**src/sv/tsm_pkg.sv**
```systemverilog
// Shared types and constants for the timer slot multiplexer.
// Holds the scan token that travels along the slot cells and the status codes.
// No dependencies.
`default_nettype none

package tsm_pkg;

  // Number of timer slots, one cell each. Valid range is 1 to 31.
  localparam int SLOTS = 16;

  // Slot index width. It also holds SLOTS itself, which means "no slot".
  localparam int IDX_W = $clog2(SLOTS + 1);

  localparam int DL_W   = 32;
  localparam int HD_W   = 16;
  localparam int FREQ_W = 32;
  localparam int CNT_W  = 64;
  localparam int ST_W   = 2;

  localparam logic [IDX_W-1:0] NO_SLOT = IDX_W'(SLOTS);

  localparam logic [DL_W-1:0]   IDLE_RESET = DL_W'(60000);
  localparam logic [FREQ_W-1:0] FREQ_RESET = FREQ_W'(19200000);

  // Item kinds.
  localparam logic KIND_ADD    = 1'b0;
  localparam logic KIND_EXPIRE = 1'b1;

  // Configuration register indexes.
  localparam logic CFG_IDLE = 1'b0;
  localparam logic CFG_FREQ = 1'b1;

  // Result status codes.
  localparam logic [ST_W-1:0] ST_ADDED   = 2'd0;
  localparam logic [ST_W-1:0] ST_FULL    = 2'd1;
  localparam logic [ST_W-1:0] ST_FIRED   = 2'd2;
  localparam logic [ST_W-1:0] ST_NOTHING = 2'd3;

  // Scan token handed from cell to cell, one cell per cycle.
  typedef struct packed {
    logic              valid;
    logic              kind;
    logic [DL_W-1:0]   deadline;
    logic [HD_W-1:0]   handle;
    logic [IDX_W-1:0]  idx;
    logic [IDX_W-1:0]  next_slot;
    logic              claimed;
    logic              fired;
    logic [HD_W-1:0]   fired_handle;
    logic              found;
    logic [DL_W-1:0]   best;
    logic [IDX_W-1:0]  best_idx;
  } tok_t;

endpackage

`default_nettype wire

```
**src/sv/tsm_cell.sv**
```systemverilog
// One timer slot cell: holds a slot and advances the scan token by one slot.
// Depends on tsm_pkg for the token type.
`default_nettype none

module tsm_cell (
  input  logic          clk,
  input  logic          rst,
  input  tsm_pkg::tok_t tok_in,
  output tsm_pkg::tok_t tok_out
);

  logic                     used;
  logic [tsm_pkg::DL_W-1:0] deadline;
  logic [tsm_pkg::HD_W-1:0] handle;

  logic                     hit_add;
  logic                     hit_exp;
  logic                     used_next;
  logic [tsm_pkg::DL_W-1:0] deadline_next;
  tsm_pkg::tok_t            tok_next;

  // The slot operation happens first, then this slot joins the minimum search
  // with its updated contents. Earlier slots are never touched by the item.
  always_comb begin
    hit_add = tok_in.valid && (tok_in.kind == tsm_pkg::KIND_ADD) &&
              !tok_in.claimed && !used;
    hit_exp = tok_in.valid && (tok_in.kind == tsm_pkg::KIND_EXPIRE) &&
              (tok_in.idx == tok_in.next_slot) && used;

    used_next     = hit_add ? 1'b1 : (hit_exp ? 1'b0 : used);
    deadline_next = hit_add ? tok_in.deadline : deadline;

    tok_next     = tok_in;
    tok_next.idx = tok_in.idx + tsm_pkg::IDX_W'(1);
    if (hit_add) begin
      tok_next.claimed = 1'b1;
    end
    if (hit_exp) begin
      tok_next.fired        = 1'b1;
      tok_next.fired_handle = handle;
    end
    if (used_next && (deadline_next < tok_in.best)) begin
      tok_next.best     = deadline_next;
      tok_next.best_idx = tok_in.idx;
      tok_next.found    = 1'b1;
    end
  end

  always_ff @(posedge clk) begin
    if (rst) begin
      used <= 1'b0;
    end else begin
      used <= used_next;
    end
  end

  always_ff @(posedge clk) begin
    if (hit_add) begin
      deadline <= tok_in.deadline;
      handle   <= tok_in.handle;
    end
  end

  always_ff @(posedge clk) begin
    if (rst) begin
      tok_out.valid <= 1'b0;
    end else begin
      tok_out <= tok_next;
    end
  end

endmodule

`default_nettype wire

```
**config.mk**
```make
export PLATFORM = sky130hd
export DESIGN_NAME = tsm_cell
export DESIGN_NICKNAME = d
export VERILOG_FILES = /design/src/sv/tsm_pkg.sv /design/src/sv/tsm_cell.sv
export SDC_FILE = /design/constraint.sdc
export NUM_CORES = 1
export LEC_CHECK = 0
export BUFFER_PORTS_ARGS = -buffer_cell sky130_fd_sc_hd__buf_2
export CAP_MARGIN = 30
export CORE_AREA = 2 2 132 134
export CTS_BUF_LIST = sky130_fd_sc_hd__clkbuf_8
export DETAILED_ROUTE_END_ITERATION = 16
export DIE_AREA = 0 0 134 136
export GPL_TIMING_DRIVEN = 0
export HOLD_SLACK_MARGIN = 0.15
export PLACE_DENSITY = 0.66
export SYNTH_ARGS = -nofsm -noshare
export SYNTH_HDL_FRONTEND = slang
export SYNTH_SLANG_ARGS = --single-unit
```
**constraint.sdc**
```tcl
create_clock -name clk -period 5.4 [get_ports clk]
set_input_delay 1.08 -clock clk [delete_from_list [all_inputs] [get_ports clk]]
set_output_delay 1.08 -clock clk [all_outputs]
set_load 0.03 [all_outputs]
```
# Word level (Yosys, flattened, before mapping)
# Index checks and enable logic that the tools add are counted.
dict set report totals {
  regBits 165
  word_cells 33
  in_bits 118
  output_inout_bits 116
}
dict set report op_classes {
  addsub 1
  n_eq_ne 1
  bitwise_logic 1
  n_reduce_logical 9
  n_lt_le_gt_ge 1
  n_mux 5
}
# op n
set op_table {}
lappend op_table {{two-way mux 37 bit} 1}
lappend op_table {{less-than comparator 32 bit} 1}
lappend op_table {{two-way mux 32 bit} 1}
lappend op_table {{two-way mux 16 bit} 1}
lappend op_table {{logical AND 1 bit} 7}
lappend op_table {{adder 5 x 1 -> 5 bit (second input constant)} 1}
lappend op_table {{== test 5 bit} 1}
lappend op_table {{zero test 1 bit} 2}
lappend op_table {{two-way mux 1 bit} 2}
lappend op_table {{NOT 1 bit} 1}

# Logic depth before layout (Yosys ltp)
# Gate-level depths: netlist of run 1.
dict set report depth {
  ltp_word 8
  mapped_depth 12
  depth_no_buf 9
}

# Least setup slack after synthesis of run 1
# OpenSTA, ideal clock, no wires.
dict set report synth_path {
  path_kind {in2reg}
  startpoint {in tok_in[55] (netlist bit)}
  endpoint {reg tok_out[27] (netlist bit) (data pin)}
  arrival_time_ps 4570
  path_slack_ps 570
  t_required_ps 5140
  n_path_buf 3
  cell_stages 12
  setup_time_ps 260
  path_cell_list {nor4b_4 > clkbuf_1 > mux2_2 > ha_1 > nand4_1 > nor4_1 > nand2_1 > nor4_1 > a211oi_2 > buf_6 > buf_6 > mux2_4}
}
# item line_no
set synth_lines {}
lappend synth_lines {{from (decl)} tsm_cell.sv:8} ;# input tsm_pkg::tok_t tok_in,
lappend synth_lines {{to (signal assigned)} tsm_cell.sv:68} ;# tok_out <= tok_next;
lappend synth_lines {{to (decl)} tsm_cell.sv:9} ;# output tsm_pkg::tok_t tok_out

==> impl_metrics.csv, run 1 <==
group,metric,value,unit
yosys,synth_top_family_by_area,"multiplexers",
yosys,synth_seq_area_share,69.5,%
sta,rsz0062_at_grt,"no",
sta,tightest_slew,0.726,ns
grt,grt_max_degree,63,
floorplan,num_io_pins,234,
sta,fmax,0.202,GHz
worst_setup_path,cpPeakStageDelay,0.64,ns
worst_setup_path,cp.buffers_inverters,4,
grt,grt_pass1_wl,21600,µm
floorplan,die_x,134,µm
yosys,synthesis.area,6640,µm²
grt,use_met1,19.0,%
yosys,synth_edf_count,131,
clocking,numCtsBuffers,17,
yosys,synth_cells,396,
clocking,clk_path_buf_depth,2,
hold_path,hold_path.class,"register to register",
cells_and_area,diodes,0,
clocking,post_cts_resized,0,
yosys,synth_nets,546,
clocking,cts_tree,"built",
clocking,cts_max_level,4,
worst_setup_path,cp-start-kind,"input port",
routing,ant_nets,0,
worst_setup_path,path_cells,"buf_2, nor4b_4, clkbuf_2, mux2_2, ha_1, nand4_1, nor4_1, nand2_1, nor4_1, a211oi_2, buf_6, buf_6, mux2_1",
grt,busiest_layer,"met2",
routing,drt_iter0_markers,160,
sta,setup_slack,0.443,ns
routing,firstDrtPassIters,4,
sta,worst_hold_slack,0.496,ns
yosys,synth.distinct_cells,35,
placement,finalWeightedCongestion,0.757,
placement,place_ws,-0.134,ns
routing,drt-wirelength-per-cell,16.1,µm
worst_setup_path,crit_family,"simple AND/OR/NAND/NOR gates",
clocking,post-cts-setup-buffers,0,
placement,dp_hpwl,10800,µm
routing,routed_wl,14200,µm
pwr,powerDensity,352,nW/µm²
floorplan,initial_core_util,39.3,%
clocking,clkTransAtPathRegs,0.09,ns
yosys,synthXorXnorAreaFrac,1.06,%
floorplan,core_area,16900,µm²
sta,relSlewSlack,51.6,%
floorplan,rows,48,
cells_and_area,fillCellCount,1485,
worst_setup_path,arrival,5.16,ns
clocking,ctsHoldBuffers,0,
grt,grt_usage,15.7,%
yosys,muxShareOfSynthArea,15.0,%
job,cap_violations,0,
pwr,ir_drop,145,µV
sta,setup_violations,0,
yosys,synth-seq-cells,165,
clocking,root_buffer,"clkbuf_8",
cells_and_area,layout-drive-gt1-share,48.6,%
grt,grt_pass1_vias,4177,
yosys,ys_warn_count,0,
routing,drt-vias-per-instance,4.65,
worst_setup_path,crit_fanout,25,
sta,slew_violations,0,
sta,hold_viol,0,
yosys,synthArstFlopShare,0,%
grt,grt_overflow_total,0,
worst_setup_path,endpoint_kind,"register",
cells_and_area,areaGrowthSynthToFinish,28.1,%
grt,met2_usage,26.4,%
yosys,syn_area_per_cell,16.8,µm²
yosys,synth-compound-area-share,2.56,%
run_status,status,"complete, no violations",
pwr,leakage,3.66,nW
clocking,clk_latency,0.45,ns
grt,antenna_found_initial,0,
yosys,ys.flop_type,"edfxtp_1",
floorplan,dieArea,18200,µm²
worst_setup_path,critPathKind,"input port to register",
sta,post-route-period-util,91.8,%
cells_and_area,nNetsFinal,799,
sta,finClkSkew,0.00979,ns
grt,grt_use_met3,5.63,%
worst_setup_path,required,5.60,ns
sta,finalCriticalPeriod,4.96,ns
yosys,synth_adder_area_share,6.03,%
routing,vias,4122,
clocking,clock_sinks,165,
worst_setup_path,slowest_stage,"clkbuf_2",
placement,portBuffers,233,
yosys,synth_simple_gate_area_share,2.94,%
routing,drc,0,
floorplan,die_y,136,µm
==> logic make-up after synthesis <==
| kind of cell | Yosys count |
|---|---|
| flip-flops | 165 |
| multiplexers | 85 |
| buffers and inverters | 44 |
| AND/OR/NAND/NOR | 36 |
| adder cells (fa/ha/maj) | 32 |
| AO/OA/AOI/OAI | 26 |
| XOR/XNOR | 8 |
==> Yosys cell counts (2+ instances only) <==
| master | number | share of area [%] |
|---|---|---|
| nand4_1 | 3 | 0.28 |
| nand3_1 | 5 | 0.38 |
| a21o_1 | 3 | 0.34 |
| a221oi_1 | 2 | 0.26 |
| xnor2_1 | 2 | 0.26 |
| a211oi_1 | 2 | 0.23 |
| inv_1 | 35 | 2.0 |
| clkbuf_1 | 4 | 0.23 |
| nand2_1 | 11 | 0.62 |
| buf_2 | 2 | 0.15 |
| a21oi_1 | 10 | 0.75 |
| or2_1 | 2 | 0.19 |
| xor2_1 | 6 | 0.79 |
| mux2_2 | 38 | 6.4 |
| buf_6 | 3 | 0.51 |
| mux2_1 | 37 | 6.3 |
| dfxtp_1 | 34 | 10 |
| ha_1 | 32 | 6.0 |
| nor2_1 | 5 | 0.28 |
| o21ai_1 | 2 | 0.15 |
| nor4_1 | 3 | 0.28 |
| edfxtp_1 | 131 | 59 |
| mux2_4 | 10 | 2.3 |
| o211ai_1 | 3 | 0.34 |
==> layer usage <==
metal / share of wire [%] / vias to the layer above
li1: - / 1995
met3: 8.6 / 14
met5: 0 / -
met2: 48 / 153
met1: 42 / 1960
met4: 1.2 / 0
==> registers in the layout (all words and copies together), names as in the netlist <==
signal	flops
deadline	32
handle	16
tok_out	116
used	1
==> layout make-up <==
cell class,count,area [µm²],share of cell area [%]
Multi-Input combinational cell,187,1830,21.5
Sequential cell,165,4610,54.3
Clock inverter,15,149,1.75
Timing Repair Buffer,234,1190,14.0
Tap cell,225,282,3.31
Clock buffer,17,234,2.75
Inverter,35,134,1.58
Buffer,9,60.1,0.707
==> worst register-to-register path: stages, from the launching register on <==
cell      delay (ns)
dfxtp_1         0.35
nor4b_4         0.61
clkbuf_2        0.65
mux2_2          0.45
ha_1            0.32
nand4_1         0.14
nor4_1          0.48
nand2_1         0.15
nor4_1          0.35
a211oi_2        0.14
buf_6           0.18
buf_6           0.16
mux2_1          0.33
==> layout by cell type (no fill, tap or decap), types with 5 or more instances in the layout <==
cell type / count
clkbuf_8: 17
xor2_1: 6
dfxtp_1: 34
inv_1: 34
nor2_1: 5
a21oi_1: 10
ha_1: 32
clkinv_4: 5
edfxtp_1: 131
buf_2: 235
mux2_2: 38
nand3_1: 5
nand2_1: 11
mux2_1: 37
mux2_4: 10
==> report_power, final <==
group          total (mW)  switching [mW]  internal, mW
clock               0.863           0.485         0.378
combinational       0.579           0.355         0.224
sequential           1.54          0.0307          1.51
==> path summary, 6_finish.rpt <==
path                     from           to  slack, ns  depth (start not counted)
setup / recovery   tok_in[55]  tok_out[21]       0.44                         13
hold / removal    deadline[0]  deadline[0]       0.50                          1
setup reg to reg         used  tok_out[21]       0.86                         12
hold reg to reg   deadline[0]  deadline[0]       0.50                          1
==> stage by stage <==
stage | total power [mW] | cell area (µm²) | cells | utilization (%) | TNS, ns
floorplan | 1.97 | 6640 | 396 | - | 0
global placement | 2.15 | 8080 | 854 | 47.9 | -23.19
detailed placement | 2.16 | 8110 | 855 | 48.1 | -2.50
CTS | 3.03 | 8500 | 887 | 50.3 | 0
global route | 3.13 | 8500 | 887 | 50.3 | 0
finish | 2.99 | 8500 | 887 | 50.3 | 0
Note: power is estimated with default switching activity, not from simulation.
==> run 2, diff against run 1 <==
--- a/config.mk
+++ b/config.mk
@@ -5,15 +5,16 @@
 export SDC_FILE = /design/constraint.sdc
 export NUM_CORES = 1
 export LEC_CHECK = 0
+export ABC_AREA = 1
 export BUFFER_PORTS_ARGS = -buffer_cell sky130_fd_sc_hd__buf_2
 export CAP_MARGIN = 30
-export CORE_AREA = 2 2 132 134
+export CORE_AREA = 2 2 134 136
 export CTS_BUF_LIST = sky130_fd_sc_hd__clkbuf_8
 export DETAILED_ROUTE_END_ITERATION = 16
-export DIE_AREA = 0 0 134 136
+export DIE_AREA = 0 0 136 138
 export GPL_TIMING_DRIVEN = 0
 export HOLD_SLACK_MARGIN = 0.15
-export PLACE_DENSITY = 0.66
+export PLACE_DENSITY = 0.7
 export SYNTH_ARGS = -nofsm -noshare
 export SYNTH_HDL_FRONTEND = slang
 export SYNTH_SLANG_ARGS = --single-unit
==> impl_metrics.csv, run 2 <==
group,metric,value,unit
yosys,synth_seq_area_share,68.1,%
routing,firstDrtPassIters,5,
routing,ant_nets,0,
sta,hold_viol,0,
yosys,synth-seq-cells,165,
sta,tightest_slew,0.686,ns
cells_and_area,areaGrowthSynthToFinish,28.4,%
clocking,clk_latency,0.45,ns
floorplan,num_io_pins,234,
cells_and_area,largest_reg_flops,116,
cells_and_area,largestRegisters,"tok_out: 116 flops, deadline: 32 flops, handle: 16 flops",
pwr,finalPower,3.04,mW
yosys,post-synth-top-count-cell,"nand2_1",
cells_and_area,nNetsFinal,976,
grt,grt_usage,18.1,%
yosys,syn_area_per_cell,11.8,µm²
placement,portBuffers,233,
grt,grt_pass1_wl,25500,µm
worst_setup_path,slowest_stage,"buf_2",
yosys,ys.flop_type,"edfxtp_1",
routing,routed_wl,17100,µm
sta,setup_violations,0,
worst_setup_path,endpoint_kind,"register",
cells_and_area,finalNonFillerCells,1072,
worst_setup_path,worstReg2RegEnd,"tok_out[12]",
sta,fmax,0.265,GHz
worst_setup_path,crit_family,"buffers and inverters",
sta,worst_hold_slack,0.489,ns
worst_setup_path,critPathKind,"input port to register",
yosys,ys_top_cells_by_count,"nand2_1, edfxtp_1, inv_1",
yosys,synth.distinct_cells,33,
yosys,synth_area_leaders,"edfxtp_1, nand2_1, dfxtp_1",
sta,post-route-period-util,70.0,%
clocking,root_buffer,"clkbuf_8",
yosys,synth-compound-area-share,2.42,%
worst_setup_path,r2r_setup_slack,2.04,ns
job,cap_violations,0,
clocking,clock_sinks,165,
yosys,synthArstFlopShare,0,%
yosys,synthesis.area,6780,µm²
worst_setup_path,r2r-start,"used",
placement,place_ws,1.12,ns
floorplan,die_x,136,µm
worst_setup_path,cp.buffers_inverters,5,
floorplan,core_area,17500,µm²
yosys,synth_edf_count,131,
worst_setup_path,path_cells,"buf_2, nor2_2, nand2_2, inv_1, buf_2, nand2_1, nand2_1, ha_1, a21oi_1, o21ai_0, a21oi_1, and3_4, buf_6, buf_2, nand3_1, nand2_1",
sta,slew_violations,0,
routing,drt-wirelength-per-cell,16.0,µm
worst_setup_path,arrival,4.09,ns
yosys,synth_adder_area_share,5.91,%
run_status,status,"complete, no violations",
sta,relSlewSlack,54.2,%
cells_and_area,layout-drive-gt1-share,36.8,%
worst_setup_path,worstRegToRegCells,15,
worst_setup_path,crit_fanout,25,
clocking,post_cts_resized,0,
grt,antenna_found_initial,4,
clocking,clk_path_buf_depth,2,
sta,finalSetupTns,0,ns
grt,grt_overflow_total,0,
clocking,cts_tree,"built",
yosys,muxShareOfSynthArea,2.66,%
yosys,synth_cells,573,
hold_path,hold_path_end,"deadline[26]",
grt,grt_max_degree,65,
worst_setup_path,required,5.71,ns
floorplan,dieArea,18800,µm²
yosys,synth_simple_gate_area_share,16.1,%
grt,grt_pass1_vias,4834,
cells_and_area,final_common_cell,"buf_2",
sta,setup_slack,1.62,ns
yosys,synth_top_area_share,58.1,%
clocking,ctsHoldBuffers,0,
clocking,clkTransAtPathRegs,0.09,ns
sta,finClkSkew,0.0122,ns
hold_path,hold_path.class,"register to register",
pwr,ir_drop,138,µV
hold_path,hp-start,"deadline[26]",
clocking,post-cts-setup-buffers,0,
hold_path,hold_path_depth,2,
floorplan,rows,49,
pwr,powerDensity,350,nW/µm²
yosys,synth_area_leader_cell,"edfxtp_1",
sta,rsz0062_at_grt,"no",
sta,finalCriticalPeriod,3.78,ns
yosys,synth_top_family_by_area,"simple AND/OR/NAND/NOR gates",
pwr,leakage,4.12,nW
placement,dp_hpwl,12600,µm
routing,vias,4975,
placement,finalWeightedCongestion,0.751,
routing,drt_iter0_markers,231,
clocking,numCtsBuffers,17,
clocking,cts_max_level,4,
worst_setup_path,cpPeakStageDelay,0.54,ns
yosys,ys_warn_count,0,
floorplan,initial_core_util,38.6,%
worst_setup_path,cp-start-kind,"input port",
floorplan,die_y,138,µm
yosys,synth_nets,723,
placement,place_inst,1036,
cells_and_area,layout_common_cells,"buf_2, nand2_1, edfxtp_1, inv_1, nand3_1",
cells_and_area,regMostFlops,"tok_out",
routing,drt-vias-per-instance,4.64,
routing,drc,0,
yosys,synthXorXnorAreaFrac,0.388,%
==> run 2: layer usage <==
metal | GRT usage [%] | wire length [µm]
met1 | 21.9 | 7050
met2 | 30.4 | 8200
met3 | 6.23 | 1730
met4 | 5.26 | 149
met5 | 0 | 0
==> run 2: metrics by stage <==
| stage | utilization (%) | instance area (µm²) |
|---|---|---|
| final | 49.6 | 8700 |
| after CTS | 49.6 | 8690 |
| after detailed placement | 47.1 | 8260 |
| after global placement | 46.9 | 8230 |
| after floorplan | - | 6780 |
| after global routing | 49.6 | 8690 |
==> run 2: power breakdown <==
group          total (mW)  internal (mW)  switching [mW]
Combinational       0.559          0.181           0.378
Sequential           1.53           1.50          0.0274
Clock               0.954          0.470           0.484
==> run 2: worst register-to-register path, delay by kind of cell (launching register included) <==
kind,cells,cell delay [ns]
buffers and inverters,4,1.15
and+or+nand+nor,7,0.95
AOI/OAI and AO/OA,3,0.52
DFF,1,0.35
adders and majority gates,1,0.27
==> run 2: kinds of logic after synthesis <==
| kind of cell | count (synthesis) |
|---|---|
| muxes | 16 |
| xor gates and xnor gates | 3 |
| and+or+nand+nor | 263 |
| adders and majority gates | 32 |
| DFF | 165 |
| AOI/OAI and AO/OA | 28 |
| buffers and inverters | 66 |
==> run 2: cell type report <==
type	count	area, µm²
diodes	4	10.0
flip-flops and latches	165	4610
multi-input cells	342	1860
fillers	1635	8830
well taps	229	287
inverters	47	179
repair buffers	234	1190
plain buffers	19	128
clock buffers	17	234
clock inverters	15	198
==> run 2: how the worst max path moves through the flow <==
stage	from	endpoint	slack, ns	cells past startpoint
global placement	rst	tok_out[97]	0.42	2
CTS	tok_in[55]	tok_out[9]	1.59	16
floorplan	rst	tok_out[0]	1.63	1
finish	tok_in[55]	tok_out[12]	1.62	16
global route	tok_in[55]	tok_out[17]	1.39	16
detailed placement	tok_in[55]	tok_out[9]	1.12	16
